[src/rtl/core/bdpc_pkg.sv]
package bdpc_pkg;

    // Width of the quiet and held counters; both saturate at all ones.
    localparam int CNT_W = 16;

    // Width of the two configuration registers and of the write data.
    localparam int REG_W = 16;

    // Compare width that holds both a counter and a register without loss.
    localparam int CMP_W = (CNT_W > REG_W) ? CNT_W : REG_W;

    // Configuration register indexes.
    localparam int CFG_IDX_W = 1;
    localparam logic [CFG_IDX_W-1:0] CFG_DEBOUNCE_TICKS   = 1'd0;
    localparam logic [CFG_IDX_W-1:0] CFG_LONG_PRESS_TICKS = 1'd1;

    // Register reset values.
    localparam logic [REG_W-1:0] DEBOUNCE_TICKS_RST   = 16'd50;
    localparam logic [REG_W-1:0] LONG_PRESS_TICKS_RST = 16'd3000;

    // Button levels on the active-low pin.
    localparam logic LEVEL_RELEASED = 1'b1;
    localparam logic LEVEL_PRESSED  = 1'b0;

    typedef logic [CNT_W-1:0] t_count;

    // Debouncer state carried from one tick to the next.
    typedef struct packed {
        logic   prev_raw;
        logic   debounced;
        t_count quiet_count;
        t_count held_count;
        logic   long_done;
    } t_state;

    // Per-tick result.
    typedef struct packed {
        logic stable_level;
        logic short_press;
        logic long_press;
    } t_result;

    // Current register settings handed to the update logic.
    typedef struct packed {
        logic [REG_W-1:0] debounce_ticks;
        logic [REG_W-1:0] long_press_ticks;
    } t_cfg;

    // Saturating increment.
    function automatic t_count sat_inc(input t_count v);
        t_count r;
        r = (v == {CNT_W{1'b1}}) ? v : v + t_count'(1);
        return r;
    endfunction

endpackage

[src/rtl/core/bdpc_tick_if.sv]
interface bdpc_tick_if;
    logic valid;
    logic ready;
    logic raw_level;

    modport source (output valid, output raw_level, input ready);
    modport sink   (input valid, input raw_level, output ready);
endinterface

[src/rtl/core/bdpc_res_if.sv]
interface bdpc_res_if;
    logic valid;
    logic ready;
    logic stable_level;
    logic short_press;
    logic long_press;

    modport source (output valid, output stable_level, output short_press,
                     output long_press, input ready);
    modport sink   (input valid, input stable_level, input short_press,
                     input long_press, output ready);
endinterface

[src/rtl/core/bdpc_step.sv]
module bdpc_step (
    input  logic             i_raw,
    input  bdpc_pkg::t_state i_state,
    input  bdpc_pkg::t_cfg   i_cfg,
    output bdpc_pkg::t_state o_state,
    output bdpc_pkg::t_result o_result
);

    // One tick of the debouncer: count, then compare and classify.
    always_comb begin
        bdpc_pkg::t_state n_st;
        logic             n_short;
        logic             n_long;
        n_st    = i_state;
        n_short = 1'b0;
        n_long  = 1'b0;

        // The quiet counter restarts on any raw change.
        if (i_raw != i_state.prev_raw) begin
            n_st.quiet_count = '0;
        end else begin
            n_st.quiet_count = bdpc_pkg::sat_inc(i_state.quiet_count);
        end
        n_st.held_count = bdpc_pkg::sat_inc(i_state.held_count);

        // Only a level that has been quiet long enough is trusted.
        if (bdpc_pkg::CMP_W'(n_st.quiet_count) >
                bdpc_pkg::CMP_W'(i_cfg.debounce_ticks)) begin
            if (i_raw != i_state.debounced) begin
                n_st.debounced = i_raw;
                if (i_raw == bdpc_pkg::LEVEL_PRESSED) begin
                    n_st.held_count = '0;
                    n_st.long_done  = 1'b0;
                end else if (!i_state.long_done &&
                        (bdpc_pkg::CMP_W'(n_st.held_count) <
                         bdpc_pkg::CMP_W'(i_cfg.long_press_ticks))) begin
                    n_short = 1'b1;
                end
            end
            // A hold that reaches the long time fires once per press.
            if ((n_st.debounced == bdpc_pkg::LEVEL_PRESSED) && !n_st.long_done &&
                    (bdpc_pkg::CMP_W'(n_st.held_count) >=
                     bdpc_pkg::CMP_W'(i_cfg.long_press_ticks))) begin
                n_st.long_done = 1'b1;
                n_long         = 1'b1;
            end
        end

        n_st.prev_raw = i_raw;

        o_state                 = n_st;
        o_result.stable_level   = n_st.debounced;
        o_result.short_press    = n_short;
        o_result.long_press     = n_long;
    end

endmodule

[src/rtl/core/button_debounce_press_classifier_core.sv]
// Channel   Port    Dir  Payload
// -------   ------  ---  ---------------------------------------------
// tick      i_tick  in   raw_level (1 = released, 0 = pressed)
// result    o_res   out  stable_level, short_press, long_press
// config    i_cfg_* in   i_cfg_we, i_cfg_idx, i_cfg_data (16 bit)
//
// One tick request is taken every cycle while the result is not stalled; its result
// is loaded into the result register once the input register can advance, and is then
// offered on o_res (input register, then result register).
// The state update is a single combinational pass of counter increments and compares
// between the input register and the result register.
// Reset (synchronous, active low) sets the registers to 50 and 3000 and the
// state to released with cleared counters.
// A stalled result holds the result register; the input register then fills
// and the tick request waits.
module button_debounce_press_classifier_core (
    input  logic                               i_clk,
    input  logic                               i_rst_n,
    input  logic                               i_cfg_we,
    input  logic [bdpc_pkg::CFG_IDX_W-1:0]     i_cfg_idx,
    input  logic [bdpc_pkg::REG_W-1:0]         i_cfg_data,
    bdpc_tick_if.sink                          i_tick,
    bdpc_res_if.source                         o_res
);

    bdpc_pkg::t_cfg    r_cfg;
    bdpc_pkg::t_state  r_st;
    bdpc_pkg::t_state  n_st;
    bdpc_pkg::t_result n_res;
    bdpc_pkg::t_result r_res;
    logic              r_in_valid;
    logic              r_in_raw;
    logic              r_out_valid;
    logic              w_advance;
    logic              w_in_take;

    // The buffered tick moves on when the result register is free or drains.
    assign w_advance    = r_in_valid && (!r_out_valid || o_res.ready);
    assign i_tick.ready = !r_in_valid || w_advance;
    assign w_in_take    = i_tick.valid && i_tick.ready;

    // Configuration registers.
    always_ff @(posedge i_clk) begin
        if (!i_rst_n) begin
            r_cfg.debounce_ticks   <= bdpc_pkg::DEBOUNCE_TICKS_RST;
            r_cfg.long_press_ticks <= bdpc_pkg::LONG_PRESS_TICKS_RST;
        end else if (i_cfg_we) begin
            case (i_cfg_idx)
                bdpc_pkg::CFG_DEBOUNCE_TICKS:   r_cfg.debounce_ticks   <= i_cfg_data;
                bdpc_pkg::CFG_LONG_PRESS_TICKS: r_cfg.long_press_ticks <= i_cfg_data;
                default: ;
            endcase
        end
    end

    // Next state and result for the buffered tick.
    bdpc_step u_step (
        .i_raw    (r_in_raw),
        .i_state  (r_st),
        .i_cfg    (r_cfg),
        .o_state  (n_st),
        .o_result (n_res)
    );

    // Control and state registers.
    always_ff @(posedge i_clk) begin
        if (!i_rst_n) begin
            r_in_valid         <= 1'b0;
            r_out_valid        <= 1'b0;
            r_st.prev_raw      <= bdpc_pkg::LEVEL_RELEASED;
            r_st.debounced     <= bdpc_pkg::LEVEL_RELEASED;
            r_st.quiet_count   <= '0;
            r_st.held_count    <= '0;
            r_st.long_done     <= 1'b0;
        end else begin
            if (w_in_take) begin
                r_in_valid <= 1'b1;
            end else if (w_advance) begin
                r_in_valid <= 1'b0;
            end
            if (w_advance) begin
                r_out_valid <= 1'b1;
                r_st        <= n_st;
            end else if (o_res.ready) begin
                r_out_valid <= 1'b0;
            end
        end
    end

    // Payload registers.
    always_ff @(posedge i_clk) begin
        if (w_in_take) begin
            r_in_raw <= i_tick.raw_level;
        end
        if (w_advance) begin
            r_res <= n_res;
        end
    end

    assign o_res.valid        = r_out_valid;
    assign o_res.stable_level = r_res.stable_level;
    assign o_res.short_press  = r_res.short_press;
    assign o_res.long_press   = r_res.long_press;

`ifndef ASSERT_OFF
    // A result is never both a short and a long press.
    a_one_pulse: assert property (@(posedge i_clk) disable iff (!i_rst_n)
        r_out_valid |-> !(r_res.short_press && r_res.long_press))
        else $error("short and long press in one result");

    // A short press is reported together with the released level.
    a_short_released: assert property (@(posedge i_clk) disable iff (!i_rst_n)
        (r_out_valid && r_res.short_press) |->
            (r_res.stable_level == bdpc_pkg::LEVEL_RELEASED))
        else $error("short press while still pressed");

    // A long press is reported while the button is still held.
    a_long_pressed: assert property (@(posedge i_clk) disable iff (!i_rst_n)
        (r_out_valid && r_res.long_press) |->
            (r_res.stable_level == bdpc_pkg::LEVEL_PRESSED))
        else $error("long press while released");

    // Setting the long-press mark comes with a long-press result.
    a_long_mark: assert property (@(posedge i_clk) disable iff (!i_rst_n)
        $rose(r_st.long_done) |-> (r_out_valid && r_res.long_press))
        else $error("long-press mark set without a pulse");

    // The state only changes when a tick moves into the result register.
    a_state_hold: assert property (@(posedge i_clk) disable iff (!i_rst_n)
        !w_advance |=> $stable(r_st))
        else $error("state changed without a tick");
`endif

endmodule
[src/flat_wrapper.sv]
// flat-port wrapper written by rule: the top's interface ports become plain ports
module button_debounce_press_classifier_core_flat 
  (i_clk, i_rst_n, i_cfg_we, i_cfg_idx, i_cfg_data, i_tick_valid, i_tick_raw_level, i_tick_ready, o_res_valid, o_res_stable_level, o_res_short_press, o_res_long_press, o_res_ready);
  bdpc_tick_if i_tick_i ();
  bdpc_res_if o_res_i ();
  input  logic i_clk;
  input  logic i_rst_n;
  input  logic i_cfg_we;
  input  logic [bdpc_pkg::CFG_IDX_W-1:0] i_cfg_idx;
  input  logic [bdpc_pkg::REG_W-1:0] i_cfg_data;
  input wire logic [$bits(i_tick_i.valid)-1:0] i_tick_valid;
  input wire logic [$bits(i_tick_i.raw_level)-1:0] i_tick_raw_level;
  output wire logic [$bits(i_tick_i.ready)-1:0] i_tick_ready;
  output wire logic [$bits(o_res_i.valid)-1:0] o_res_valid;
  output wire logic [$bits(o_res_i.stable_level)-1:0] o_res_stable_level;
  output wire logic [$bits(o_res_i.short_press)-1:0] o_res_short_press;
  output wire logic [$bits(o_res_i.long_press)-1:0] o_res_long_press;
  input wire logic [$bits(o_res_i.ready)-1:0] o_res_ready;
  assign i_tick_i.valid = i_tick_valid;
  assign i_tick_i.raw_level = i_tick_raw_level;
  assign i_tick_ready = i_tick_i.ready;
  assign o_res_valid = o_res_i.valid;
  assign o_res_stable_level = o_res_i.stable_level;
  assign o_res_short_press = o_res_i.short_press;
  assign o_res_long_press = o_res_i.long_press;
  assign o_res_i.ready = o_res_ready;
  button_debounce_press_classifier_core u_core (.i_clk(i_clk), .i_rst_n(i_rst_n), .i_cfg_we(i_cfg_we), .i_cfg_idx(i_cfg_idx), .i_cfg_data(i_cfg_data), .i_tick(i_tick_i), .o_res(o_res_i));
endmodule
[config.mk]
export PLATFORM = sky130hd
export DESIGN_NAME = button_debounce_press_classifier_core_flat
export DESIGN_NICKNAME = d
export VERILOG_FILES = /design/src/rtl/core/bdpc_pkg.sv /design/src/rtl/core/bdpc_tick_if.sv /design/src/rtl/core/bdpc_res_if.sv /design/src/rtl/core/bdpc_step.sv /design/src/rtl/core/button_debounce_press_classifier_core.sv /design/src/flat_wrapper.sv
export SDC_FILE = /design/constraint.sdc
export NUM_CORES = 1
export LEC_CHECK = 0
export BUFFER_PORTS_ARGS = -buffer_cell sky130_fd_sc_hd__buf_2
export CORE_MARGIN = 1.5
export CORE_UTILIZATION = 38
export CTS_BUF_LIST = sky130_fd_sc_hd__clkbuf_4 sky130_fd_sc_hd__clkbuf_8
export DETAILED_ROUTE_END_ITERATION = 8
export SLEW_MARGIN = 20
export SYNTH_ARGS = -nofsm -noshare
export SYNTH_HDL_FRONTEND = slang
export SYNTH_SLANG_ARGS = --single-unit
[constraint.sdc]
create_clock -name i_clk -period 3.9 [get_ports i_clk]
set_clock_uncertainty 0.05 [all_clocks]
set_input_delay 0.78 -clock i_clk [delete_from_list [all_inputs] [get_ports i_clk]]
set_output_delay 0.78 -clock i_clk [all_outputs]
set_load 0.005 [all_outputs]
# [Yosys cells after proc, flatten, opt, wreduce, memory -nomap -nowiden]
# Cells that the tools add are included.
[totals] reg_bits=73 output_inout_bits=5 inputBits=23 word_cells=58
[classes] n_mux=17 eq_ne=4 reduce_logical=17 n_lt_le_gt_ge=3 add_sub_neg=2 n_bitwise=2
[op_table] op="two-way mux 17 bit" n=4
[op_table] op="two-way mux 16 bit" n=3
[op_table] op="adder 16 x 1 -> 16 bit (second input constant)" n=2
[op_table] op="equality test 16 bit (second input constant)" n=2
[op_table] op=">= comparator 16 bit" n=1
[op_table] op="> comparator 16 bit" n=1
[op_table] op="< comparator 16 bit" n=1
[op_table] op="two-way mux 1 bit" n=10
[op_table] op="AND reduction 2 bit" n=3
[op_table] op="logical AND 1 bit" n=5
[op_table] op="logical NOT 1 bit" n=4
[op_table] op="nonzero test 2 bit" n=2
[op_table] op="AND reduction 3 bit" n=1
[op_table] op="logical OR 1 bit" n=2
[op_table] op="inequality test 1 bit" n=2
[op_table] op="inverter 1 bit" n=2

# [Longest topological paths before layout]
[depth] word_depth=10 mapped_depth=16 ltp_nobuf=14

# [Modules after synthesis]
# From an unflattened synthesis, not the netlist that was laid out.
[unflattened] cells_unflattened=652 area_unflattened_um2=5033.6
[by_module_without_submodules] mod="button_debounce_press_classifier_core" cells_each=308 area_per_inst_um2=2824.0 instances=1 seq_area_each_um2=1501.4
[by_module_without_submodules] mod="bdpc_step" cells_each=344 area_per_inst_um2=2209.6 instances=1 seq_area_each_um2=0.0

# [Worst setup path before layout]
# OpenSTA, ideal clock, no wires.
[synth_path] path_type="reg2reg" startpoint="register u_core.r_st[21] in the netlist's numbering" endpoint="register u_core.r_st[16] in the netlist's numbering" setup_ps=122 path_buffers=3 setup_slack_ps=398 path_stages_with_launch=16 required_ps=3728 synth_period_minus_slack_ps=3502 t_arrival_ps=3330 path_cell_list="dfxtp_1 buf_2 and4_1 buf_2 nand4_1 or2_1 o31a_1 a21boi_0 ha_1 nand4_1 nor4_1 a21bo_2 a31oi_2 buf_2 nor3_1 a221o_1"
[synth_rtl] item="from (decl)" line_no="button_debounce_press_classifier_core.sv:27" text="bdpc_pkg::t_state r_st;"
[synth_rtl] item="from (signal assigned)" line_no="button_debounce_press_classifier_core.sv:83" text="r_st <= n_st;"

# [Final worst setup path]
[layout_path] startpoint="register u_core.r_st[1] in the netlist's numbering" endpoint="register u_core.r_st[0] in the netlist's numbering"
[layout_between] elab_chain_cells=8 word_cells_on_any_way=9 classes_between="add/sub: 1; order compare: 1; eq/ne: 1; mux: 5; reduce/logical: 1"
[layout_rtl] item="adder 16 x 1 -> 16 bit or equality test 16 bit (tied branches)" line_no="bdpc_pkg.sv:52" text="r = (v == {CNT_W{1'b1}}) ? v : v + t_count'(1);"
[layout_rtl] item="two-way mux 16 bit *" line_no="bdpc_pkg.sv:52"
[layout_rtl] item="two-way mux 17 bit" line_no="bdpc_step.sv:31" text="if (i_raw == bdpc_pkg::LEVEL_PRESSED) begin"
[layout_rtl] item="two-way mux 17 bit *" line_no="bdpc_step.sv:29" text="if (i_raw != i_state.debounced) begin"
[layout_rtl] item="two-way mux 17 bit *" line_no="bdpc_step.sv:27" text="if (bdpc_pkg::CMP_W'(n_st.quiet_count) >"
[layout_rtl] item=">= comparator 16 bit *" line_no="bdpc_step.sv:42" text="(bdpc_pkg::CMP_W'(n_st.held_count) >="
[layout_rtl] item="logical AND 1 bit *" line_no="bdpc_step.sv:41" text="if ((n_st.debounced == bdpc_pkg::LEVEL_PRESSED) && !n_st.long_done &&"
[layout_rtl] item="two-way mux 1 bit *" line_no="bdpc_step.sv:41"
# Mark *: on every way between the ends. The rest lies on a longest branch, timed or not. The select of a mux whose other input is x is not followed.
# A chain may end at the register's enable or synchronous reset.

==> reports/results.ini <==
[sta]
rsz0062_at_grt = false
fmax_ghz = 0.271
relSlewSlack = 0.446
fin_setup_tns_ps = 0
period_share = 0.945
worst_pin_slew_ps = 832
setup_viol = 0
finalWorstSetupSlack_ps = 216
slew_viol_final = 0
finalCriticalPeriod_ps = 3680
hold_violations = 0

[yosys]
yosysSeqAreaShare = 0.307
syn_inst = 629
syn_nets = 703
async_flop_share = 0
yosysWarnings = 0
synth_flop_cell = dfxtp_1
ys_types = 61
post-synth-top-area-cell = dfxtp_1
synth_top_area_share = 0.282
ys_top_cells_by_area = dfxtp_1 (28%), ha_1 (13%), nand2_1 (8.1%)
synth_seq_cells = 73
syn_area_um2 = 4890
avgSynthCellArea_um2 = 7.78
synth-edff-count = 4

[finish]
final_util = 0.439
layout_common_cells = nand2_1 (106), dfxtp_1 (67), a21oi_1 (51), ha_1 (51), nor2_1 (49)
antenna_cells = 0
final_common_cell = nand2_1
fillers = 1285
syn_to_final_growth_pct = 12.8
nNetsFinal = 740
drive_gt1_frac = 0.146

[hold_path]
hold_depth = 2
hp-class = flip-flop to flip-flop

[power_and_ir_drop]
leakagePower_uw = 0.00234
cellPowerDensity_nw_per_um2 = 276
finalPower_uw = 1520
irDropWorstVdd_v = 0.000154

[grt]
antenna_found_initial = 0
grt_pass1_vias = 4222
grt_first_pass_wirelength_mm = 20.9
grt_max_degree = 37
track_usage = 0.200
grt_overflow = 0

[clock_tree]
root_buffer = clkbuf_8
htreeDepth = 3
clk_pin_slew_worst_paths_ps = 80
clk_latency_ps = 370
max-clock-path-buffers = 2
cts_made_buffers = 9
numClockSinks = 73
cts_tree = done
postCtsSetupBuffers = 0

[critical_path]
cp_num_cells = 13
rr_startpoint = u_core.r_st[1]
crit_type = flip-flop to flip-flop
r2r-end = u_core.r_st[0]
cp_num_buf_inv = 0
critPathMaxStageDelay_ps = 510
crit_family = compound AO/OA/AOI/OAI gates
critical_path.slowest_cell = or4_4
endpoint = u_core.r_st[0]
crit_path_max_fanout = 7
critPathLaunchType = flip-flop
reg2regPathDepth = 13
path_cells = ha_1 > nand2_1 > or4_4 > nand4_1 > xor2_1 > nor2_1 > ha_1 > a21o_1 > a21o_1 > a211o_1 > a211oi_1 > nor3_1 > a32o_1
critical_path.endpoint_type = flip-flop
critPathArrivalTime_ps = 3900
required_ps = 4120
startpoint = u_core.r_st[1]
rrSetupSlack_ps = 220

[detailed_routing]
drc = 0
drt-vias-per-instance = 5.48
vias = 4616
drt-pass1-iter-count = 5
wl_per_cell_um = 15.4
dr.first_iter.drc_count = 340
drt_wl_total_mm = 13.0
drt.antenna.violating_nets = 0

[placed_design]
dp_hpwl_mm = 9.83
place_ws_ps = 115
io_buffers = 27
gp_congestion = 0.863

[flow_run]
drv_cap = 0

[floorplanning]
pin_count = 28
row_count = 41
die_h_um = 116
die_width_um = 116
core_um2 = 12600
dieArea_um2 = 13600
start_util = 0.389

[outcome]
status = complete, no violations

[cells in the mapped netlist (3+ instances only)]
cell / count
buf_4: 4
o31a_1: 3
xor2_1: 9
nor2b_1: 4
nand3_1: 19
a211oi_1: 8
and2_1: 16
a21o_1: 9
nor4_1: 4
a221o_1: 5
nor3_1: 23
edfxtp_1: 4
nand2b_1: 5
nor2_4: 3
ha_1: 51
or3_1: 9
a22o_1: 3
clkbuf_1: 16
inv_1: 41
nand2_1: 106
xnor2_1: 9
nor2_1: 49
nand4_1: 15
dfxtp_1: 69
o211ai_1: 13
a211o_1: 3
and3_1: 5
a21oi_1: 51
o21ai_0: 22
a31oi_1: 5
buf_2: 5
[worst register-to-register path: cells and delay by family (launching register included)]
family,cells,cell delay [ps]
and+or+nand+nor,5,990
adders and majority gates,2,570
DFF,1,490
xor gates and xnor gates,1,280
AOI/OAI and AO/OA,5,1210
[area by class of cell]
cell class	instances	area, µm²	area share
clock buffers	9	124	0.0224
repair buffers	54	338	0.0612
multi-input cells	487	3140	0.569
well taps	172	215	0.0390
inverters	41	154	0.0279
clock inverters	6	43.8	0.00794
flip-flops and latches	73	1500	0.273
[logic make-up after synthesis]
logic type / count (synthesis) / share of synthesized area
AOI/OAI and AO/OA: 144 / 0.195
adders and majority gates: 51 / 0.130
xor gates and xnor gates: 18 / 0.0322
DFF: 73 / 0.307
buffers and inverters: 69 / 0.0604
and+or+nand+nor: 274 / 0.275
[metrics by stage]
step | area, µm² | cells | hold slack, ps
after floorplan | 4890 | 629 | 386
after global placement | 5300 | 827 | 396
after detailed placement | 5310 | 827 | 400
after CTS | 5470 | 842 | 411
after global routing | 5520 | 842 | 432
final | 5520 | 842 | 410
[routing by layer]
| metal | track usage | vias up | wire length [µm] |
|---|---|---|---|
| li1 | - | 2297 | - |
| met1 | 0.263 | 2186 | 6080 |
| met2 | 0.325 | 119 | 6050 |
| met3 | 0.0462 | 14 | 675 |
| met4 | 0.0642 | 0 | 174 |
| met5 | 0 | - | 0 |
[where the power goes]
| group | switching (µW) | leakage, µW | internal [µW] | total, µW |
|---|---|---|---|---|
| clock | 312 | 0.0000859 | 230 | 543 |
| sequential | 14.0 | 0.000598 | 774 | 788 |
| combinational | 124 | 0.00165 | 67.1 | 191 |
[registers in the layout, indices dropped and copies added, names as in the netlist]
register,flops
u_core.r_in_raw,1
u_core.r_cfg,32
u_core.r_in_valid,1
u_core.o_res.long_press,1
u_core.o_res.stable_level,1
u_core.o_res.short_press,1
u_core.o_res.valid,1
u_core.r_st,35
[how the worst min path moves through the flow]
stage                            end        startpoint
detailed placement  u_core.r_cfg[31]  u_core.r_cfg[31]
CTS                 u_core.r_cfg[14]  u_core.r_cfg[14]
finish              u_core.r_cfg[25]  u_core.r_cfg[25]
global route        u_core.r_cfg[10]  u_core.r_cfg[10]
global placement    u_core.r_cfg[22]  u_core.r_cfg[22]
floorplan           u_core.r_cfg[10]  u_core.r_cfg[10]
[timing repair]
| action | CTS | global route |
|---|---|---|
| endpoints found under the setup margin | 0 | 21 |
| resized for setup | 0 | 9 |
| hold buffers | 0 | 0 |
Note: power is estimated with default switching activity, not from simulation.
